[config.mk]
export PLATFORM = sky130hd
export DESIGN_NAME = decimal_string_to_fixed_point
export DESIGN_NICKNAME = d
export VERILOG_FILES = /design/src/rtl/core/dstfp_pkg.sv /design/src/rtl/core/decimal_string_to_fixed_point.sv /design/src/rtl/core/dstfp_char_acc.sv /design/src/rtl/core/dstfp_frac_div.sv
export SDC_FILE = /design/constraint.sdc
export NUM_CORES = 1
export LEC_CHECK = 0
export ABC_CLOCK_PERIOD_IN_PS = 4100
export BUFFER_PORTS_ARGS = -buffer_cell sky130_fd_sc_hd__buf_2
export CORE_MARGIN = 1
export CORE_UTILIZATION = 56
export CTS_BUF_LIST = sky130_fd_sc_hd__clkbuf_16
export DETAILED_ROUTE_END_ITERATION = 6
export HOLD_SLACK_MARGIN = 0.15
export PLACE_DENSITY = 0.77
export SLEW_MARGIN = 20
export SYNTH_ARGS = -nofsm -noshare
export SYNTH_HDL_FRONTEND = slang
export SYNTH_SLANG_ARGS = --single-unit
[constraint.sdc]
create_clock -name aclk -period 4.1 [get_ports aclk]
set_input_delay 0.615 -clock aclk [delete_from_list [all_inputs] [get_ports aclk]]
set_output_delay 0.615 -clock aclk [all_outputs]
set_load 0.005 [all_outputs]
[src/rtl/core/dstfp_pkg.sv]
`timescale 1ns / 1ps
`default_nettype none
// ----------------------------------------------------------------------------
// dstfp_pkg
// Shared types, constants and tables for the decimal string to fixed point
// converter.
// ----------------------------------------------------------------------------
package dstfp_pkg;

    localparam int FRAC_BITS       = 24;
    localparam int MAX_FRAC_DIGITS = 9;

    localparam int CHAR_W   = 8;
    localparam int INT_W    = 40;
    localparam int FRAC_W   = 30;
    localparam int FCNT_W   = 4;
    localparam int VALUE_W  = 64;
    localparam int DIV_CNT_W = $clog2(FRAC_BITS + 1);

    localparam logic [CHAR_W-1:0] CHAR_MINUS = 8'h2D;
    localparam logic [CHAR_W-1:0] CHAR_POINT = 8'h2E;
    localparam logic [CHAR_W-1:0] CHAR_ZERO  = 8'h30;
    localparam logic [CHAR_W-1:0] CHAR_NINE  = 8'h39;

    // integer part saturates at min(2^INT_W - 1, 2^(63 - FRAC_BITS) - 1)
    localparam logic [63:0] HEADROOM_LIMIT = (64'd1 << (63 - FRAC_BITS)) - 64'd1;
    localparam logic [63:0] INT_MASK       = (64'd1 << INT_W) - 64'd1;
    localparam logic [63:0] INT_LIMIT_64   =
        (HEADROOM_LIMIT < INT_MASK) ? HEADROOM_LIMIT : INT_MASK;
    localparam logic [INT_W-1:0] INT_LIMIT = INT_LIMIT_64[INT_W-1:0];

    typedef enum logic [1:0] {
        ST_RUN,
        ST_LAUNCH,
        ST_DIV,
        ST_DONE
    } dstfp_state_t;

    // accumulated view of the string so far
    typedef struct packed {
        logic [INT_W-1:0]  int_val;
        logic [FRAC_W-1:0] frac_val;
        logic [FCNT_W-1:0] frac_cnt;
        logic              negative;
        logic              bad;
        logic              sat;
    } dstfp_acc_t;

    typedef struct packed {
        logic busy;
        logic done;
    } dstfp_div_stat_t;

    function automatic logic [FRAC_W-1:0] pow_ten(input logic [FCNT_W-1:0] k);
        logic [FRAC_W-1:0] p;
        begin
            case (k)
                4'd0:    p = 30'd1;
                4'd1:    p = 30'd10;
                4'd2:    p = 30'd100;
                4'd3:    p = 30'd1000;
                4'd4:    p = 30'd10000;
                4'd5:    p = 30'd100000;
                4'd6:    p = 30'd1000000;
                4'd7:    p = 30'd10000000;
                4'd8:    p = 30'd100000000;
                default: p = 30'd1000000000;
            endcase
            return p;
        end
    endfunction

endpackage
`default_nettype wire

[src/rtl/core/decimal_string_to_fixed_point.sv]
`timescale 1ns / 1ps
`default_nettype none
// Sequence: after the last character is accepted the FSM runs ST_LAUNCH,
//   ST_DIV (bit-serial fraction divider) and ST_DONE, which loads the result.
// Throughput: one character per cycle while in ST_RUN; input is stalled
//   from the last character until the result is loaded in ST_DONE.
// Reset: synchronous active-low aresetn clears the parser, divider and
//   output valid; s_tready is high as soon as reset is released.
// ----------------------------------------------------------------------------
// decimal_string_to_fixed_point
// ASCII decimal string to signed fixed point with FRAC_BITS fraction bits.
// ----------------------------------------------------------------------------
module decimal_string_to_fixed_point (
    input  wire logic        aclk,
    input  wire logic        aresetn,
    input  wire logic        s_tvalid,
    output logic             s_tready,
    input  wire logic [7:0]  s_tdata,   // [7:0] char_code
    input  wire logic        s_tlast,   // last
    output logic             m_tvalid,
    input  wire logic        m_tready,
    output logic [63:0]      m_tdata,   // [63:0] value
    output logic [1:0]       m_tuser    // [0] is_valid, [1] overflowed
);

    dstfp_pkg::dstfp_state_t    state_reg, state_next;
    dstfp_pkg::dstfp_acc_t      acc;
    dstfp_pkg::dstfp_div_stat_t div_stat;

    logic [dstfp_pkg::FRAC_BITS-1:0] quot;
    logic                            take;
    logic                            start;
    logic                            load;

    logic [dstfp_pkg::VALUE_W-1:0]   mag;
    logic [dstfp_pkg::VALUE_W-1:0]   value_calc;

    logic                            m_valid_reg, m_valid_next;
    logic [dstfp_pkg::VALUE_W-1:0]   m_data_reg;
    logic [1:0]                      m_user_reg;

    assign take = s_tvalid && s_tready;

    always_comb begin
        state_next = state_reg;
        s_tready   = 1'b0;
        start      = 1'b0;
        load       = 1'b0;
        unique case (state_reg)
            dstfp_pkg::ST_RUN: begin
                s_tready = 1'b1;
                if (take && s_tlast) begin
                    state_next = dstfp_pkg::ST_LAUNCH;
                end
            end
            dstfp_pkg::ST_LAUNCH: begin
                start      = 1'b1;
                state_next = dstfp_pkg::ST_DIV;
            end
            dstfp_pkg::ST_DIV: begin
                if (div_stat.done) begin
                    state_next = dstfp_pkg::ST_DONE;
                end
            end
            dstfp_pkg::ST_DONE: begin
                if (!m_valid_reg || m_tready) begin
                    load       = 1'b1;
                    state_next = dstfp_pkg::ST_RUN;
                end
            end
            default: state_next = dstfp_pkg::ST_RUN;
        endcase
    end

    always_ff @(posedge aclk) begin
        if (!aresetn) begin
            state_reg <= dstfp_pkg::ST_RUN;
        end else begin
            state_reg <= state_next;
        end
    end

    dstfp_char_acc u_char_acc (
        .aclk    (aclk),
        .aresetn (aresetn),
        .take_i  (take),
        .char_i  (s_tdata),
        .clear_i (load),
        .acc_o   (acc)
    );

    dstfp_frac_div u_frac_div (
        .aclk       (aclk),
        .aresetn    (aresetn),
        .start_i    (start),
        .dividend_i (acc.frac_val),
        .divisor_i  (dstfp_pkg::pow_ten(acc.frac_cnt)),
        .quot_o     (quot),
        .stat_o     (div_stat)
    );

    // quotient is below 2^FRAC_BITS, so the sum is a plain concatenation
    assign mag        = (dstfp_pkg::VALUE_W'(acc.int_val) << dstfp_pkg::FRAC_BITS)
                      | dstfp_pkg::VALUE_W'(quot);
    assign value_calc = acc.negative ? (dstfp_pkg::VALUE_W'(0) - mag) : mag;

    assign m_valid_next = load ? 1'b1 : (m_tready ? 1'b0 : m_valid_reg);

    always_ff @(posedge aclk) begin
        if (!aresetn) begin
            m_valid_reg <= 1'b0;
        end else begin
            m_valid_reg <= m_valid_next;
        end
    end

    always_ff @(posedge aclk) begin
        if (load) begin
            if (acc.bad) begin
                m_data_reg <= '1;
                m_user_reg <= 2'b00;
            end else begin
                m_data_reg <= value_calc;
                m_user_reg <= {acc.sat, 1'b1};
            end
        end
    end

    assign m_tvalid = m_valid_reg;
    assign m_tdata  = m_data_reg;
    assign m_tuser  = m_user_reg;

    a_start_idle: assert property (@(posedge aclk) disable iff (!aresetn)
        start |-> !div_stat.busy)
        else $error("divider restarted while busy");

    a_done_in_div: assert property (@(posedge aclk) disable iff (!aresetn)
        div_stat.done |-> (state_reg == dstfp_pkg::ST_DIV))
        else $error("divider done outside of divide state");

    a_clear_after_load: assert property (@(posedge aclk) disable iff (!aresetn)
        load |=> (acc.frac_cnt == '0) && !acc.bad && !acc.sat && (acc.int_val == '0))
        else $error("accumulators not cleared after result");

    a_error_value: assert property (@(posedge aclk) disable iff (!aresetn)
        (m_tvalid && !m_tuser[0]) |-> ((m_tdata == '1) && !m_tuser[1]))
        else $error("malformed string result not minus one");

    a_frac_cnt_bound: assert property (@(posedge aclk) disable iff (!aresetn)
        acc.frac_cnt <= dstfp_pkg::FCNT_W'(dstfp_pkg::MAX_FRAC_DIGITS))
        else $error("fraction digit count out of range");

endmodule
`default_nettype wire

[src/rtl/core/dstfp_char_acc.sv]
`timescale 1ns / 1ps
`default_nettype none
// ----------------------------------------------------------------------------
// dstfp_char_acc
// Character parser: tracks sign, point and errors, and accumulates the
// integer digits and the fraction digits of one string.
// ----------------------------------------------------------------------------
module dstfp_char_acc (
    input  wire logic                          aclk,
    input  wire logic                          aresetn,
    input  wire logic                          take_i,
    input  wire logic [dstfp_pkg::CHAR_W-1:0]  char_i,
    input  wire logic                          clear_i,
    output dstfp_pkg::dstfp_acc_t              acc_o
);

    logic [dstfp_pkg::INT_W-1:0]  int_reg,  int_next;
    logic [dstfp_pkg::FRAC_W-1:0] frac_reg, frac_next;
    logic [dstfp_pkg::FCNT_W-1:0] cnt_reg,  cnt_next;
    logic neg_reg,   neg_next;
    logic point_reg, point_next;
    logic first_reg, first_next;
    logic bad_reg,   bad_next;
    logic sat_reg,   sat_next;

    logic                          is_digit;
    logic [3:0]                    digit;
    logic [dstfp_pkg::INT_W+3:0]   int_mul;
    logic [dstfp_pkg::FRAC_W+3:0]  frac_mul;

    assign is_digit = (char_i >= dstfp_pkg::CHAR_ZERO) && (char_i <= dstfp_pkg::CHAR_NINE);
    assign digit    = 4'(char_i - dstfp_pkg::CHAR_ZERO);

    // x*10 + d as shift-add
    assign int_mul  = {1'b0, int_reg, 3'b000} + {3'b000, int_reg, 1'b0}
                    + (dstfp_pkg::INT_W+4)'(digit);
    assign frac_mul = {1'b0, frac_reg, 3'b000} + {3'b000, frac_reg, 1'b0}
                    + (dstfp_pkg::FRAC_W+4)'(digit);

    always_comb begin
        int_next   = int_reg;
        frac_next  = frac_reg;
        cnt_next   = cnt_reg;
        neg_next   = neg_reg;
        point_next = point_reg;
        first_next = first_reg;
        bad_next   = bad_reg;
        sat_next   = sat_reg;
        if (clear_i) begin
            int_next   = '0;
            frac_next  = '0;
            cnt_next   = '0;
            neg_next   = 1'b0;
            point_next = 1'b0;
            first_next = 1'b1;
            bad_next   = 1'b0;
            sat_next   = 1'b0;
        end else if (take_i) begin
            first_next = 1'b0;
            if (!bad_reg) begin
                if (char_i == dstfp_pkg::CHAR_MINUS) begin
                    if (first_reg) begin
                        neg_next = 1'b1;
                    end else begin
                        bad_next = 1'b1;
                    end
                end else if (char_i == dstfp_pkg::CHAR_POINT) begin
                    if (point_reg) begin
                        bad_next = 1'b1;
                    end else begin
                        point_next = 1'b1;
                    end
                end else if (is_digit) begin
                    if (!point_reg) begin
                        if (int_mul > (dstfp_pkg::INT_W+4)'(dstfp_pkg::INT_LIMIT)) begin
                            int_next = dstfp_pkg::INT_LIMIT;
                            sat_next = 1'b1;
                        end else begin
                            int_next = int_mul[dstfp_pkg::INT_W-1:0];
                        end
                    end else if (cnt_reg < dstfp_pkg::FCNT_W'(dstfp_pkg::MAX_FRAC_DIGITS)) begin
                        frac_next = frac_mul[dstfp_pkg::FRAC_W-1:0];
                        cnt_next  = cnt_reg + dstfp_pkg::FCNT_W'(1);
                    end
                end else begin
                    bad_next = 1'b1;
                end
            end
        end
    end

    always_ff @(posedge aclk) begin
        if (!aresetn) begin
            int_reg   <= '0;
            frac_reg  <= '0;
            cnt_reg   <= '0;
            neg_reg   <= 1'b0;
            point_reg <= 1'b0;
            first_reg <= 1'b1;
            bad_reg   <= 1'b0;
            sat_reg   <= 1'b0;
        end else begin
            int_reg   <= int_next;
            frac_reg  <= frac_next;
            cnt_reg   <= cnt_next;
            neg_reg   <= neg_next;
            point_reg <= point_next;
            first_reg <= first_next;
            bad_reg   <= bad_next;
            sat_reg   <= sat_next;
        end
    end

    assign acc_o.int_val  = int_reg;
    assign acc_o.frac_val = frac_reg;
    assign acc_o.frac_cnt = cnt_reg;
    assign acc_o.negative = neg_reg;
    assign acc_o.bad      = bad_reg;
    assign acc_o.sat      = sat_reg;

endmodule
`default_nettype wire

[src/rtl/core/dstfp_frac_div.sv]
`timescale 1ns / 1ps
`default_nettype none
// ----------------------------------------------------------------------------
// dstfp_frac_div
// Radix-2 restoring divider producing floor(F * 2^FRAC_BITS / D) for F < D,
// one quotient bit per cycle through a shared compare/subtract.
// ----------------------------------------------------------------------------
module dstfp_frac_div (
    input  wire logic                            aclk,
    input  wire logic                            aresetn,
    input  wire logic                            start_i,
    input  wire logic [dstfp_pkg::FRAC_W-1:0]    dividend_i,
    input  wire logic [dstfp_pkg::FRAC_W-1:0]    divisor_i,
    output logic [dstfp_pkg::FRAC_BITS-1:0]      quot_o,
    output dstfp_pkg::dstfp_div_stat_t           stat_o
);

    logic [dstfp_pkg::FRAC_W-1:0]    rem_reg,  rem_next;
    logic [dstfp_pkg::FRAC_W-1:0]    dvs_reg,  dvs_next;
    logic [dstfp_pkg::FRAC_BITS-1:0] quot_reg, quot_next;
    logic [dstfp_pkg::DIV_CNT_W-1:0] cnt_reg,  cnt_next;
    logic                            busy_reg, busy_next;
    logic                            done_reg, done_next;

    logic [dstfp_pkg::FRAC_W:0]      rem2;
    logic [dstfp_pkg::FRAC_W:0]      diff;
    logic                            ge;

    assign rem2 = {rem_reg, 1'b0};
    assign diff = rem2 - {1'b0, dvs_reg};
    assign ge   = rem2 >= {1'b0, dvs_reg};

    always_comb begin
        rem_next  = rem_reg;
        dvs_next  = dvs_reg;
        quot_next = quot_reg;
        cnt_next  = cnt_reg;
        busy_next = busy_reg;
        done_next = 1'b0;
        if (start_i) begin
            rem_next  = dividend_i;
            dvs_next  = divisor_i;
            quot_next = '0;
            cnt_next  = dstfp_pkg::DIV_CNT_W'(dstfp_pkg::FRAC_BITS);
            busy_next = 1'b1;
        end else if (busy_reg) begin
            // remainder stays below the divisor, so it fits FRAC_W bits
            rem_next  = ge ? diff[dstfp_pkg::FRAC_W-1:0] : rem2[dstfp_pkg::FRAC_W-1:0];
            quot_next = {quot_reg[dstfp_pkg::FRAC_BITS-2:0], ge};
            cnt_next  = cnt_reg - dstfp_pkg::DIV_CNT_W'(1);
            if (cnt_reg == dstfp_pkg::DIV_CNT_W'(1)) begin
                busy_next = 1'b0;
                done_next = 1'b1;
            end
        end
    end

    always_ff @(posedge aclk) begin
        if (!aresetn) begin
            cnt_reg  <= '0;
            busy_reg <= 1'b0;
            done_reg <= 1'b0;
        end else begin
            cnt_reg  <= cnt_next;
            busy_reg <= busy_next;
            done_reg <= done_next;
        end
    end

    always_ff @(posedge aclk) begin
        rem_reg  <= rem_next;
        dvs_reg  <= dvs_next;
        quot_reg <= quot_next;
    end

    assign quot_o      = quot_reg;
    assign stat_o.busy = busy_reg;
    assign stat_o.done = done_reg;

endmodule
`default_nettype wire

==> results.tsv <==
stage	metric	value	unit
sta	Final period util	0.953	
placed_design	dpl hpwl	27000	um
drt	DR DRC count	0	
drt	DR vias/cell	5.97	
sta	unrepaired setup endpoints after global routing	false	
grt	Top Usage Layer GRT	met2	
critical_path	critical path data required time	4.49	ns
floorplan	IO Count	81	
final_layout	Area Overhead vs Synth	11.2	%
final_layout	nets	2025	
placed_design	Port Buf Inserts	80	
drt	total number of vias	13300	
grt	met2 usage	0.447	
final_layout	ant diodes	0	
critical_path	Worst Path Max Fanout	14	
drt	Iter 0 DRT Violations	956	
final_layout	share of layout cells above drive strength 1	0.107	
logic_synthesis	Post-synth ARST share	0	
sta	Final min period	3.91	ns
sta	Max Clock Skew	0.0169	ns
floorplan	FP Rows	61	
placed_design	post-placement cell area	16900	sq um
floorplan	Die W	171	um
flow_run	max cap viols	0	
cts	Longest Clk Path Bufs	3	
grt	first-pass GRT wire length	62300	um
critical_path	critical path capture point type	flop	
logic_synthesis	EDFF count, synth	119	
logic_synthesis	Avg Synthesized Cell Area	9.04	sq um
cts	CTS buffer count	25	
drt	WL per Instance	17.0	um
logic_synthesis	Main synth FF type	edfxtp_1	
critical_path	crit start category	flop	
critical_path	Critical Setup Path Class	reg -> reg	
floorplan	starting density of the core	0.571	
final_layout	Cell Count, Final, Fillers Out	2226	
cts	Worst-Skew Late Latency	0.54	ns
cts	TritonCTS clock tree	yes	
cts	clock-pin slew on the worst setup and hold paths	0.06	ns
drt	Routed WL	37900	um
logic_synthesis	Gate Count Post-Synth	1765	
sta	worst setup margin	0.195	ns
floorplan	Core ar.	27900	sq um
grt	met1 Use GR	0.349	
sta	final hold viol count	0	
sta	Fmax	256	MHz
logic_synthesis	post-synthesis instance area	15900	sq um
logic_synthesis	Yosys reg bits	232	
drt	drt first pass iters	5	
min_path	Hold Path Class	in -> reg	
final_layout	Final Cell Area	17700	sq um
floorplan	die area	29200	sq um
power_and_ir_drop	VDD IR max	0.334	mV
cts	H-Tree Depth	1	
logic_synthesis	Yosys warning total	0	
cts	clock sinks	232	
placed_design	pre-CTS WS	-0.475	ns
floorplan	Die H	171	um
power_and_ir_drop	Lkg Pwr	8.11	nW
power_and_ir_drop	Power per Cell Area	564	nW/um^2
logic_synthesis	Mapped Nets	1961	
grt	GR Overflow Total	0	
outcome	status	completed	
sta	Slew @ Worst Pin	0.928	ns
critical_path	crit path DAT	4.29	ns
sta	Pins Over Slew Limit	0	
grt	All-Layer GR Usage	0.261	
grt	largest net degree at the start of global routing	75	
cts	Hold Buf Count CTS	0	
placed_design	Inst Count DP	2178	
final_layout	max reg flops	64	
drt	antenna-violating nets left	0	
sta	# setup viols final	0	
grt	global-route met3 utilization	0.0224	
grt	initial antenna violation count	0	
cts	Root Buffer	clkbuf_16	
logic_synthesis	register area share after synthesis	0.366	
grt	vias in the first global route	12800	
placed_design	GP Congestion	0.909	
sta	relative slew slack	0.380	
logic_synthesis	post-synth cell types	68	
## routing by layer
| metal | routed length, um | up-vias |
|---|---|---|
| met5 | 0 | - |
| met4 | 754 | 0 |
| met3 | 1650 | 52 |
| met2 | 18100 | 326 |
| met1 | 17400 | 6333 |
| li1 | - | 6570 |
## Yosys cell counts (5+ instances only)
cell type	number	share of area
clkbuf_1	78	0.018
nor2b_1	21	0.0082
o41ai_1	6	0.0033
or3_1	17	0.0067
o21a_1	14	0.0066
a21o_1	47	0.022
or4_1	7	0.0033
xor2_1	89	0.049
dfxtp_1	113	0.14
xnor2_1	54	0.030
and2_1	8	0.0031
nand3_1	26	0.0082
nor4_1	9	0.0035
buf_1	5	0.0012
nor3b_1	6	0.0028
a211o_1	6	0.0033
a31oi_1	44	0.017
a221o_1	6	0.0038
o31ai_1	28	0.013
nand4_1	18	0.0071
o211ai_1	7	0.0033
nand2b_1	18	0.0071
and3_1	25	0.0098
inv_1	72	0.017
or2_2	10	0.0039
a21oi_1	155	0.049
o21ai_0	128	0.040
ha_1	178	0.14
edfxtp_1	119	0.22
mux2_2	6	0.0042
mux2i_1	27	0.017
fa_1	5	0.0063
o21bai_1	11	0.0052
nor2_1	104	0.024
a211oi_1	27	0.013
nor3_1	28	0.0088
nand2_1	189	0.044
## report_power, final
| group | switching [mW] | total, mW | leakage [nW] | internal, mW |
|---|---|---|---|---|
| Sequential | 0.227 | 3.28 | 2.02 | 3.05 |
| Combinational | 2.71 | 4.54 | 5.69 | 1.83 |
| Clock | 0.957 | 2.18 | 0.407 | 1.22 |
| Total | 3.90 | 10.0 | 8.11 | 6.10 |
## cells by family (layout without fill, tap and decap cells)
family,after synthesis,in the layout,share of synthesized area
AOI/OAI and AO/OA,514,514,0.200
xor gates and xnor gates,143,143,0.0785
adders and majority gates,183,183,0.146
buffers and inverters,157,240,0.0371
DFF,232,232,0.366
muxes,33,33,0.0212
and+or+nand+nor,503,503,0.151
## layout by cell type (no fill, tap or decap), types with 26 or more instances in the layout
cell       synthesis  final
xor2_1            89     89
dfxtp_1          113    112
a31oi_1           44     43
nand2_1          189    189
clkbuf_16          0     27
nor3_1            28     27
nor2_1           104    104
inv_1             72     74
mux2i_1           27     26
o21ai_0          128    127
xnor2_1           54     54
a21oi_1          155    154
buf_4              0     37
ha_1             178    177
nand3_1           26     26
buf_2              2     80
edfxtp_1         119    119
o31ai_1           28     28
a21o_1            47     47
a211oi_1          27     27
## through the flow
stage / total power, mW / utilization / TNS (ns) / hold WS [ns]
final: 10.0 / 0.635 / 0 / 0.360
after global routing: 10.6 / 0.635 / 0 / 0.368
after CTS: 9.97 / 0.632 / 0 / 0.356
after detailed placement: 7.76 / 0.603 / -16.61 / 0.451
after global placement: 7.61 / 0.603 / -13.65 / 0.433
after floorplan: 6.59 / - / 0 / 0.406
## timing repair
action,CTS,global route
endpoints found under the setup margin,13,40
pin swaps,0,4
cloned,0,1
setup buffers,0,1
gates resized for setup,2,9
## critical path: stages (launching register included)
cell and delay (ns):
dfxtp_1 0.34, fa_1 0.53, inv_1 0.07, fa_2 0.39
nand2b_4 0.16, a21oi_4 0.16, o2111a_1 0.24, o211a_1 0.17
o21ai_1 0.13, a31oi_2 0.22, or4b_4 0.50, mux2i_4 0.21
nor3_4 0.23, buf_12 0.15, buf_8 0.15, a31oi_1 0.09
## layout make-up
class | count | area, sq um
fillers | 2291 | 10200
clock buffers | 26 | 651
inverters | 72 | 272
multi-input cells | 1376 | 9590
well taps | 378 | 473
repair buffers | 122 | 778
clock inverters | 20 | 134
flip-flops and latches | 232 | 5840
## path summary, 6_finish.rpt
kind,start,endpoint,slack [ns],cells past startpoint
max reg2reg,u_char_acc.int_reg[0],u_char_acc.int_reg[27],0.19,15
max,u_char_acc.int_reg[0],u_char_acc.int_reg[27],0.19,15
min,s_tdata[0],u_char_acc.frac_reg[0],0.36,3
min reg2reg,u_char_acc.sat_reg,u_char_acc.sat_reg,0.46,2
No activity file was read; power rests on OpenSTA's default activity.
